File: src/hdl/eipa_pkg.sv
// Shared constants and types for the external interrupt priority arbiter.
package eipa_pkg;

    localparam int CPU_COUNT_DEFAULT = 8;
    localparam int CPU_ADDR_W        = 3;
    localparam int MODE_W            = 3;
    localparam int SRC_W             = 3;
    localparam int PARAM_W           = 32;
    localparam int TIME_W            = 64;
    localparam int EN_W              = 8;
    localparam int S_TDATA_W         = 336;
    localparam int M_TDATA_W         = 40;
    localparam int PADDR_W           = 3;
    localparam int PDATA_W           = 32;

    localparam logic [PARAM_W-1:0] PAGE_MASK        = 32'hFFFF_F000;
    localparam logic [PARAM_W-1:0] SVC_MASK_RESET   = 32'hFFFF_FFF8;

    // Register word index, taken from paddr bit 2 upward.
    localparam logic REG_SVC_MASK = 1'b0;

    localparam logic [MODE_W-1:0] MODE_MALFUNCTION = 3'd0;
    localparam logic [MODE_W-1:0] MODE_EMERGENCY   = 3'd1;
    localparam logic [MODE_W-1:0] MODE_CALL        = 3'd2;
    localparam logic [MODE_W-1:0] MODE_KEY         = 3'd3;
    localparam logic [MODE_W-1:0] MODE_INTERVAL    = 3'd4;
    localparam logic [MODE_W-1:0] MODE_SERVICE     = 3'd5;
    localparam logic [MODE_W-1:0] MODE_TAKE        = 3'd6;

    localparam logic [SRC_W-1:0] SRC_KEY         = 3'd0;
    localparam logic [SRC_W-1:0] SRC_MALFUNCTION = 3'd1;
    localparam logic [SRC_W-1:0] SRC_EMERGENCY   = 3'd2;
    localparam logic [SRC_W-1:0] SRC_CALL        = 3'd3;
    localparam logic [SRC_W-1:0] SRC_COMPARATOR  = 3'd4;
    localparam logic [SRC_W-1:0] SRC_TIMER       = 3'd5;
    localparam logic [SRC_W-1:0] SRC_INTERVAL    = 3'd6;
    localparam logic [SRC_W-1:0] SRC_SERVICE     = 3'd7;

    typedef struct packed {
        logic [PARAM_W-1:0]    prefix_base;
        logic                  tracing;
        logic [TIME_W-1:0]     cpu_timer;
        logic [TIME_W-1:0]     comparator;
        logic [TIME_W-1:0]     tod_offset;
        logic [TIME_W-1:0]     tod_clock;
        logic [EN_W-1:0]       enable_bits;
        logic [PARAM_W-1:0]    service_value;
        logic [CPU_ADDR_W-1:0] source_cpu;
        logic [MODE_W-1:0]     mode;
    } item_t;

    typedef struct packed {
        logic                  taken;
        logic                  still_pending;
        logic [PARAM_W-1:0]    interrupt_param;
        logic                  origin_valid;
        logic [CPU_ADDR_W-1:0] origin_cpu;
        logic [SRC_W-1:0]      source_index;
    } result_t;

    function automatic logic [PARAM_W-1:0] prefixed(input logic [PARAM_W-1:0] param,
                                                    input logic [PARAM_W-1:0] prefix);
        logic [PARAM_W-1:0] page;
        logic [PARAM_W-1:0] pfx;
        page = param & PAGE_MASK;
        pfx  = prefix & PAGE_MASK;
        if (page == '0) begin
            prefixed = param | pfx;
        end else if (page == pfx) begin
            prefixed = param & ~PAGE_MASK;
        end else begin
            prefixed = param;
        end
    endfunction

endpackage

File: src/hdl/external_interrupt_priority_arbiter.sv
// External interrupt priority arbiter: pending sources, take arbitration and register port.
//
//   channel   dir   handshake                  payload
//   s_        in    s_tvalid / s_tready        tuser mode, tdata item fields
//   m_        out   m_tvalid / m_tready        tuser taken, tdata result fields
//   apb       in    psel, penable, pwrite      service_address_mask at byte address 0
//
// One beat per cycle while m_tready stays high; each beat is held in the input register, is
// arbitrated against the pending state and lands in the result register.
// The arbitration path is one 64-bit add and compare plus an eight-way priority select.
// Reset (synchronous, aresetn low) clears all pending sources and both stage valids.
// A stall on m_tready holds the result register; the input register still takes a beat
// whenever it is empty or its contents move on in the same cycle.
module external_interrupt_priority_arbiter #(
    parameter int CPU_COUNT = eipa_pkg::CPU_COUNT_DEFAULT
) (
    input  logic                            aclk,
    input  logic                            aresetn,
    input  logic                            s_tvalid,
    output logic                            s_tready,
    // tdata from bit 0: source_cpu, service_value, enable_bits, tod_clock, tod_offset,
    // comparator, cpu_timer, prefix_base, tracing, zero fill
    input  logic [eipa_pkg::S_TDATA_W-1:0]  s_tdata,
    // tuser: mode
    input  logic [eipa_pkg::MODE_W-1:0]     s_tuser,
    output logic                            m_tvalid,
    input  logic                            m_tready,
    // tdata from bit 0: source_index, origin_cpu, origin_valid, interrupt_param,
    // still_pending
    output logic [eipa_pkg::M_TDATA_W-1:0]  m_tdata,
    // tuser: taken
    output logic                            m_tuser,
    input  logic                            psel,
    input  logic                            penable,
    input  logic                            pwrite,
    input  logic [eipa_pkg::PADDR_W-1:0]    paddr,
    input  logic [eipa_pkg::PDATA_W-1:0]    pwdata,
    output logic [eipa_pkg::PDATA_W-1:0]    prdata,
    output logic                            pready
);

    localparam int CPU_VEC = (CPU_COUNT > 8) ? 8 : CPU_COUNT;

    eipa_pkg::item_t                  in_reg;
    logic                             in_valid_reg;
    eipa_pkg::result_t                out_reg;
    eipa_pkg::result_t                out_next;
    logic                             out_valid_reg;
    logic                             advance;

    logic [eipa_pkg::PARAM_W-1:0]     svc_mask_reg;
    logic [CPU_VEC-1:0]               malf_reg, malf_next;
    logic [CPU_VEC-1:0]               emer_reg, emer_next;
    logic                             call_reg, call_next;
    logic [eipa_pkg::CPU_ADDR_W-1:0]  call_origin_reg, call_origin_next;
    logic                             key_reg, key_next;
    logic                             intv_reg, intv_next;
    logic                             svc_reg, svc_next;
    logic [eipa_pkg::PARAM_W-1:0]     svc_param_reg, svc_param_next;

    logic                             cpu_ok;
    logic [eipa_pkg::TIME_W-1:0]      tod_sum;
    logic                             cmp_due;
    logic [eipa_pkg::CPU_ADDR_W-1:0]  malf_low, emer_low;
    logic [eipa_pkg::EN_W-1:0]        en;
    logic [eipa_pkg::PARAM_W-1:0]     svc_out;
    logic                             cfg_write;

    // Handshake
    assign advance  = in_valid_reg && (!out_valid_reg || m_tready);
    assign s_tready = !in_valid_reg || advance;
    assign m_tvalid = out_valid_reg;
    assign m_tuser  = out_reg.taken;
    assign m_tdata  = {out_reg.still_pending, out_reg.interrupt_param, out_reg.origin_valid,
                       out_reg.origin_cpu, out_reg.source_index};

    // Register port
    assign pready    = 1'b1;
    assign cfg_write = psel && penable && pwrite && (paddr[eipa_pkg::PADDR_W-1] ==
                                                     eipa_pkg::REG_SVC_MASK);
    assign prdata    = (paddr[eipa_pkg::PADDR_W-1] == eipa_pkg::REG_SVC_MASK) ?
                       svc_mask_reg : '0;

    always_comb begin
        malf_low = '0;
        emer_low = '0;
        for (int i = CPU_VEC - 1; i >= 0; i--) begin
            if (malf_reg[i]) begin
                malf_low = eipa_pkg::CPU_ADDR_W'(i);
            end
            if (emer_reg[i]) begin
                emer_low = eipa_pkg::CPU_ADDR_W'(i);
            end
        end
    end

    assign cpu_ok  = (32'(in_reg.source_cpu) < 32'(CPU_COUNT));
    assign tod_sum = in_reg.tod_clock + in_reg.tod_offset;
    assign cmp_due = (tod_sum > in_reg.comparator) && !in_reg.tracing;
    assign en      = in_reg.enable_bits;
    assign svc_out = ((svc_param_reg & svc_mask_reg) != '0) ?
                     eipa_pkg::prefixed(svc_param_reg, in_reg.prefix_base) : svc_param_reg;

    always_comb begin
        malf_next        = malf_reg;
        emer_next        = emer_reg;
        call_next        = call_reg;
        call_origin_next = call_origin_reg;
        key_next         = key_reg;
        intv_next        = intv_reg;
        svc_next         = svc_reg;
        svc_param_next   = svc_param_reg;
        out_next         = '0;
        unique case (in_reg.mode)
            eipa_pkg::MODE_MALFUNCTION: begin
                if (cpu_ok) begin
                    malf_next = malf_reg | (CPU_VEC'(1) << in_reg.source_cpu);
                end
            end
            eipa_pkg::MODE_EMERGENCY: begin
                if (cpu_ok) begin
                    emer_next = emer_reg | (CPU_VEC'(1) << in_reg.source_cpu);
                end
            end
            eipa_pkg::MODE_CALL: begin
                if (cpu_ok && !call_reg) begin
                    call_next        = 1'b1;
                    call_origin_next = in_reg.source_cpu;
                end
            end
            eipa_pkg::MODE_KEY:      key_next  = 1'b1;
            eipa_pkg::MODE_INTERVAL: intv_next = 1'b1;
            eipa_pkg::MODE_SERVICE: begin
                svc_param_next = (svc_param_reg & ~svc_mask_reg) | in_reg.service_value;
                svc_next       = 1'b1;
            end
            eipa_pkg::MODE_TAKE: begin
                out_next.taken = 1'b1;
                if (key_reg && en[eipa_pkg::SRC_KEY]) begin
                    key_next              = 1'b0;
                    out_next.source_index = eipa_pkg::SRC_KEY;
                end else if ((malf_reg != '0) && en[eipa_pkg::SRC_MALFUNCTION]) begin
                    malf_next             = malf_reg & ~(CPU_VEC'(1) << malf_low);
                    out_next.origin_cpu   = malf_low;
                    out_next.origin_valid = 1'b1;
                    out_next.source_index = eipa_pkg::SRC_MALFUNCTION;
                end else if ((emer_reg != '0) && en[eipa_pkg::SRC_EMERGENCY]) begin
                    emer_next             = emer_reg & ~(CPU_VEC'(1) << emer_low);
                    out_next.origin_cpu   = emer_low;
                    out_next.origin_valid = 1'b1;
                    out_next.source_index = eipa_pkg::SRC_EMERGENCY;
                end else if (call_reg && en[eipa_pkg::SRC_CALL]) begin
                    call_next             = 1'b0;
                    out_next.origin_cpu   = call_origin_reg;
                    out_next.origin_valid = 1'b1;
                    out_next.source_index = eipa_pkg::SRC_CALL;
                end else if (cmp_due && en[eipa_pkg::SRC_COMPARATOR]) begin
                    out_next.source_index = eipa_pkg::SRC_COMPARATOR;
                end else if (in_reg.cpu_timer[eipa_pkg::TIME_W-1] &&
                             en[eipa_pkg::SRC_TIMER]) begin
                    out_next.source_index = eipa_pkg::SRC_TIMER;
                end else if (intv_reg && en[eipa_pkg::SRC_INTERVAL]) begin
                    intv_next             = 1'b0;
                    out_next.source_index = eipa_pkg::SRC_INTERVAL;
                end else if (svc_reg && en[eipa_pkg::SRC_SERVICE]) begin
                    out_next.interrupt_param = svc_out;
                    svc_param_next           = '0;
                    svc_next                 = 1'b0;
                    out_next.source_index    = eipa_pkg::SRC_SERVICE;
                end else begin
                    out_next.taken = 1'b0;
                end
            end
            default: ;
        endcase
        out_next.still_pending = (malf_next != '0) || (emer_next != '0) || call_next ||
                                 key_next || intv_next || svc_next;
    end

    always_ff @(posedge aclk) begin
        if (!aresetn) begin
            in_valid_reg    <= 1'b0;
            out_valid_reg   <= 1'b0;
            svc_mask_reg    <= eipa_pkg::SVC_MASK_RESET;
            malf_reg        <= '0;
            emer_reg        <= '0;
            call_reg        <= 1'b0;
            call_origin_reg <= '0;
            key_reg         <= 1'b0;
            intv_reg        <= 1'b0;
            svc_reg         <= 1'b0;
            svc_param_reg   <= '0;
        end else begin
            if (cfg_write) begin
                svc_mask_reg <= pwdata;
            end
            if (s_tready) begin
                in_valid_reg <= s_tvalid;
            end
            if (advance) begin
                out_valid_reg   <= 1'b1;
                malf_reg        <= malf_next;
                emer_reg        <= emer_next;
                call_reg        <= call_next;
                call_origin_reg <= call_origin_next;
                key_reg         <= key_next;
                intv_reg        <= intv_next;
                svc_reg         <= svc_next;
                svc_param_reg   <= svc_param_next;
            end else if (m_tready) begin
                out_valid_reg <= 1'b0;
            end
        end
    end

    // Payload stages
    always_ff @(posedge aclk) begin
        if (s_tready && s_tvalid) begin
            in_reg.mode          <= s_tuser;
            in_reg.source_cpu    <= s_tdata[2:0];
            in_reg.service_value <= s_tdata[34:3];
            in_reg.enable_bits   <= s_tdata[42:35];
            in_reg.tod_clock     <= s_tdata[106:43];
            in_reg.tod_offset    <= s_tdata[170:107];
            in_reg.comparator    <= s_tdata[234:171];
            in_reg.cpu_timer     <= s_tdata[298:235];
            in_reg.prefix_base   <= s_tdata[330:299];
            in_reg.tracing       <= s_tdata[331];
        end
        if (advance) begin
            out_reg <= out_next;
        end
    end

endmodule
File: config.mk
export PLATFORM = sky130hd
export DESIGN_NAME = external_interrupt_priority_arbiter
export DESIGN_NICKNAME = d
export VERILOG_FILES = /design/src/hdl/eipa_pkg.sv /design/src/hdl/external_interrupt_priority_arbiter.sv
export SDC_FILE = /design/constraint.sdc
export NUM_CORES = 1
export LEC_CHECK = 0
export BUFFER_PORTS_ARGS = -buffer_cell sky130_fd_sc_hd__buf_2
export CORE_ASPECT_RATIO = 0.5
export CORE_MARGIN = 5
export CORE_UTILIZATION = 55
export CTS_CLUSTER_DIAMETER = 60
export DETAILED_ROUTE_END_ITERATION = 6
export GPL_TIMING_DRIVEN = 0
export HOLD_SLACK_MARGIN = 0.12
export PLACE_DENSITY = 0.81
export SYNTH_ARGS = -nofsm -noshare
export SYNTH_HDL_FRONTEND = slang
export SYNTH_SLANG_ARGS = --single-unit
File: constraint.sdc
create_clock -name aclk -period 11.2 [get_ports aclk]
set_input_delay 1.68 -clock aclk [delete_from_list [all_inputs] [get_ports aclk]]
set_output_delay 1.68 -clock aclk [all_outputs]
set_load 0.005 [all_outputs]
==> run summary <==
clock sinks - 390
DRC violations left - 0
commonest non-fill, non-tap cell in the layout - buf_2
CP arrival - 7360 ps
area post-placement - 22360 um^2
Worst Slack Setup Final - 4232 ps
setup violators final - 0
PortBufs - 372
share of cells above drive strength 1 - 0.1995
Post-Synth Adder-Cell Area - 0.09462
crit end category - flop
full die area - 40040 um^2
die width - 278.0 um
type of origin of the critical path - flop
Seq cells post-synth - 390
Worst-path clk slew - 70 ps
GRT Resource Usage Total - 0.2591
Layout Skew - 27.78 ps
outcome - finished, final reports clean
R2R depth - 23
Mapped Cells - 1843
hold_buf cts - 0
sink of the worst hold path - svc_mask_reg[1]
sequential share of the synthesized area - 0.5477
most used cell, CP - a21o_1
fin. max-slew vios - 0
FF-to-FF setup slack - 4230 ps
Post-Place Cells - 2705
FF-to-FF Start - in_reg[120]
critical path data required time - 11590 ps
Post-synth ARST share - 0
hold slack - 483.7 ps
setup_tns - 0 ps
P&R area growth vs syn - 18.94%
Cell Count, Final, Fillers Out - 2775
slowest CP cell - a2111oi_0
DP HPWL - 41030 um
FP Rows - 49
largest family of logic cells by synthesized area - compound AO/OA/AOI/OAI gates
NumNets Final - 2789
synthesized area per cell - 10.72 um^2
drt wl/cell - 19.50 um
area leader, netlist - edfxtp_1
Yosys top cell area share - 0.4575
Crit Path Class - flop to flop
Max H-tree Level - 2
post-CTS sizing - 0
CTS tree - yes
post-synthesis simple-gate area fraction - 0.1051
Die Ht - 144.0 um
initial core utilization - 0.5537
Hold Crit Depth - 2
number of global-route vias before repair - 15820
P_leak - 9.879 nW
dpl ws - 4377 ps
final hold violations - 0
Tightest Hold Check Type - flop to flop
DR iter-0 viols - 1433
CP max stage delay - 940 ps
Tightest Pin Transition - 1259 ps
Vias/cell - 5.764
Net Count, Synth - 2372
number of flops mapped to enable cells by yosys - 301
crit share post-route - 0.6221
Post-CTS Setup Bufs - 0
remaining antenna violation count - 0
first-pass GRT wire length - 82740 um
area of the core - 35680 um^2
grt ovf - 0
via count - 16000
pwr dens - 147.1 nW/um^2
Post-Synth XOR/XNOR Area - 0.02616
multiplexer share of the synthesized area - 0.001520
reg2reg end - svc_param_reg[11]
crit path cell chain - ha_1 -> nand2_1 -> nor4_1 -> a211oi_1 -> a2111oi_0 -> a211o_1 -> a21oi_1 -> o31ai_1 -> a21o_1 -> a21oi_1 -> xnor2_1 -> ha_1 -> a21o_1 -> a21o_1 -> a211oi_1 -> o21bai_1 -> a21o_1 -> a211oi_1 -> a21o_1 -> o21ai_1 -> o21bai_1 -> clkbuf_1 -> a211oi_1
min cycle time layout - 6968 ps
Synth area leaders - edfxtp_1 (46%), ha_1 (9.3%), dfxtp_1 (9.0%), a21oi_1 (4.2%), inv_1 (3.3%)
Longest Clk Path Bufs - 3
max reg flops - 252
Crit Path Max Fanout - 10
initial antenna violation count - 4
clk_lat worst skew - 540 ps
CTS Root Cell - clkbuf_16
HP Start - svc_mask_reg[1]
routed wire length - 54130 um
Compound-Gate Fraction of Synth Area - 0.1771
routability cong. - 0.9423
Peak Freq - 0.1435 GHz
largest net degree at the start of global routing - 65
post-synth cell types - 77
mapped cell area - 19760 um^2
most frequent cells in the layout - buf_2 (375), edfxtp_1 (301), inv_1 (174)
drt first pass iters - 5
worst vdd ir - 0.0001158 V
dominant synthesized flop cell - edfxtp_1
Top Ports - 457
max_cap viols - 0
total CTS buffers - 37
Slew HR - 0.1530
RSZ-0062 raised after global routing - false
fin area - 23500 um^2
Yosys warnings - 0
==> cells in the mapped netlist (10+ instances only) <==
master	number
and3_1	12
nor3_1	14
ha_1	147
a21o_1	62
o21ai_0	89
nand3_1	31
clkbuf_1	64
a31oi_1	24
inv_1	174
a22oi_1	12
o211ai_1	35
edfxtp_1	301
xnor2_1	38
o21a_1	10
a211oi_1	49
nor2_1	173
o21ai_1	13
nand2_1	111
nor4_1	21
nand4_1	27
nor2b_1	16
a21oi_1	165
o21bai_1	14
dfxtp_1	89
xor2_1	21
nand2b_1	11
==> logic make-up after synthesis <==
| kind of cell | Yosys count |
|---|---|
| flip-flops | 390 |
| adder cells (fa/ha/maj) | 149 |
| AO/OA/AOI/OAI | 547 |
| other | 1 |
| buffers and inverters | 247 |
| AND/OR/NAND/NOR | 447 |
| multiplexers | 3 |
| XOR/XNOR | 59 |
==> metal layers <==
layer | up-vias | track usage | share of wire
met4 | 0 | 0.08786 | 0.029
met1 | 7602 | 0.3183 | 0.39
li1 | 7625 | - | -
met2 | 653 | 0.4761 | 0.52
met5 | - | 0 | 0
met3 | 116 | 0.03985 | 0.063
==> metrics by stage <==
step | utilization | total power, mW
5_1_grt | 0.6585 | 3.608
3_3_place_gp | 0.6228 | 2.261
3_5_place_dp | 0.6267 | 2.266
2_1_floorplan | - | 2.077
6_report | 0.6586 | 3.456
4_1_cts | 0.6582 | 3.468
==> cell type report <==
class                           instances  area [um^2]
Inverter                              176        660.6
Fill cell                            2835        12180
Timing Repair Buffer                  378         1997
Tap cell                              484        605.6
Sequential cell                       390        10820
Multi-Input combinational cell       1206         7998
Clock inverter                         18        130.1
Clock buffer                           47        993.5
Buffer                                 71        281.5
Antenna cell                            5        12.51
==> power breakdown <==
group / switching [mW] / leakage [nW] / internal [mW]
registers: 0.0279 / 3.67 / 1.63
logic: 0.341 / 5.66 / 0.246
clock network: 0.554 / 0.543 / 0.655
==> critical path, delay by kind of cell (launching register included) <==
kind / cells / cell delay [ps]
adder cells (fa/ha/maj): 2 / 680
AND/OR/NAND/NOR: 2 / 590
XOR/XNOR: 1 / 180
AO/OA/AOI/OAI: 17 / 4510
buffers and inverters: 1 / 500
flip-flops: 1 / 380
==> worst max path at each step <==
stage,startpoint,end,slack [ps],cells after the start
finish,in_reg[120],svc_param_reg[11],4230,23
global route,in_reg[120],svc_param_reg[19],3760,23
CTS,in_reg[120],svc_param_reg[11],4300,23
detailed placement,in_reg[120],svc_param_reg[11],4380,23
global placement,m_tready,in_reg[73],290,4
floorplan,m_tready,en[0],2820,3
Note: power is estimated with default switching activity, not from simulation.
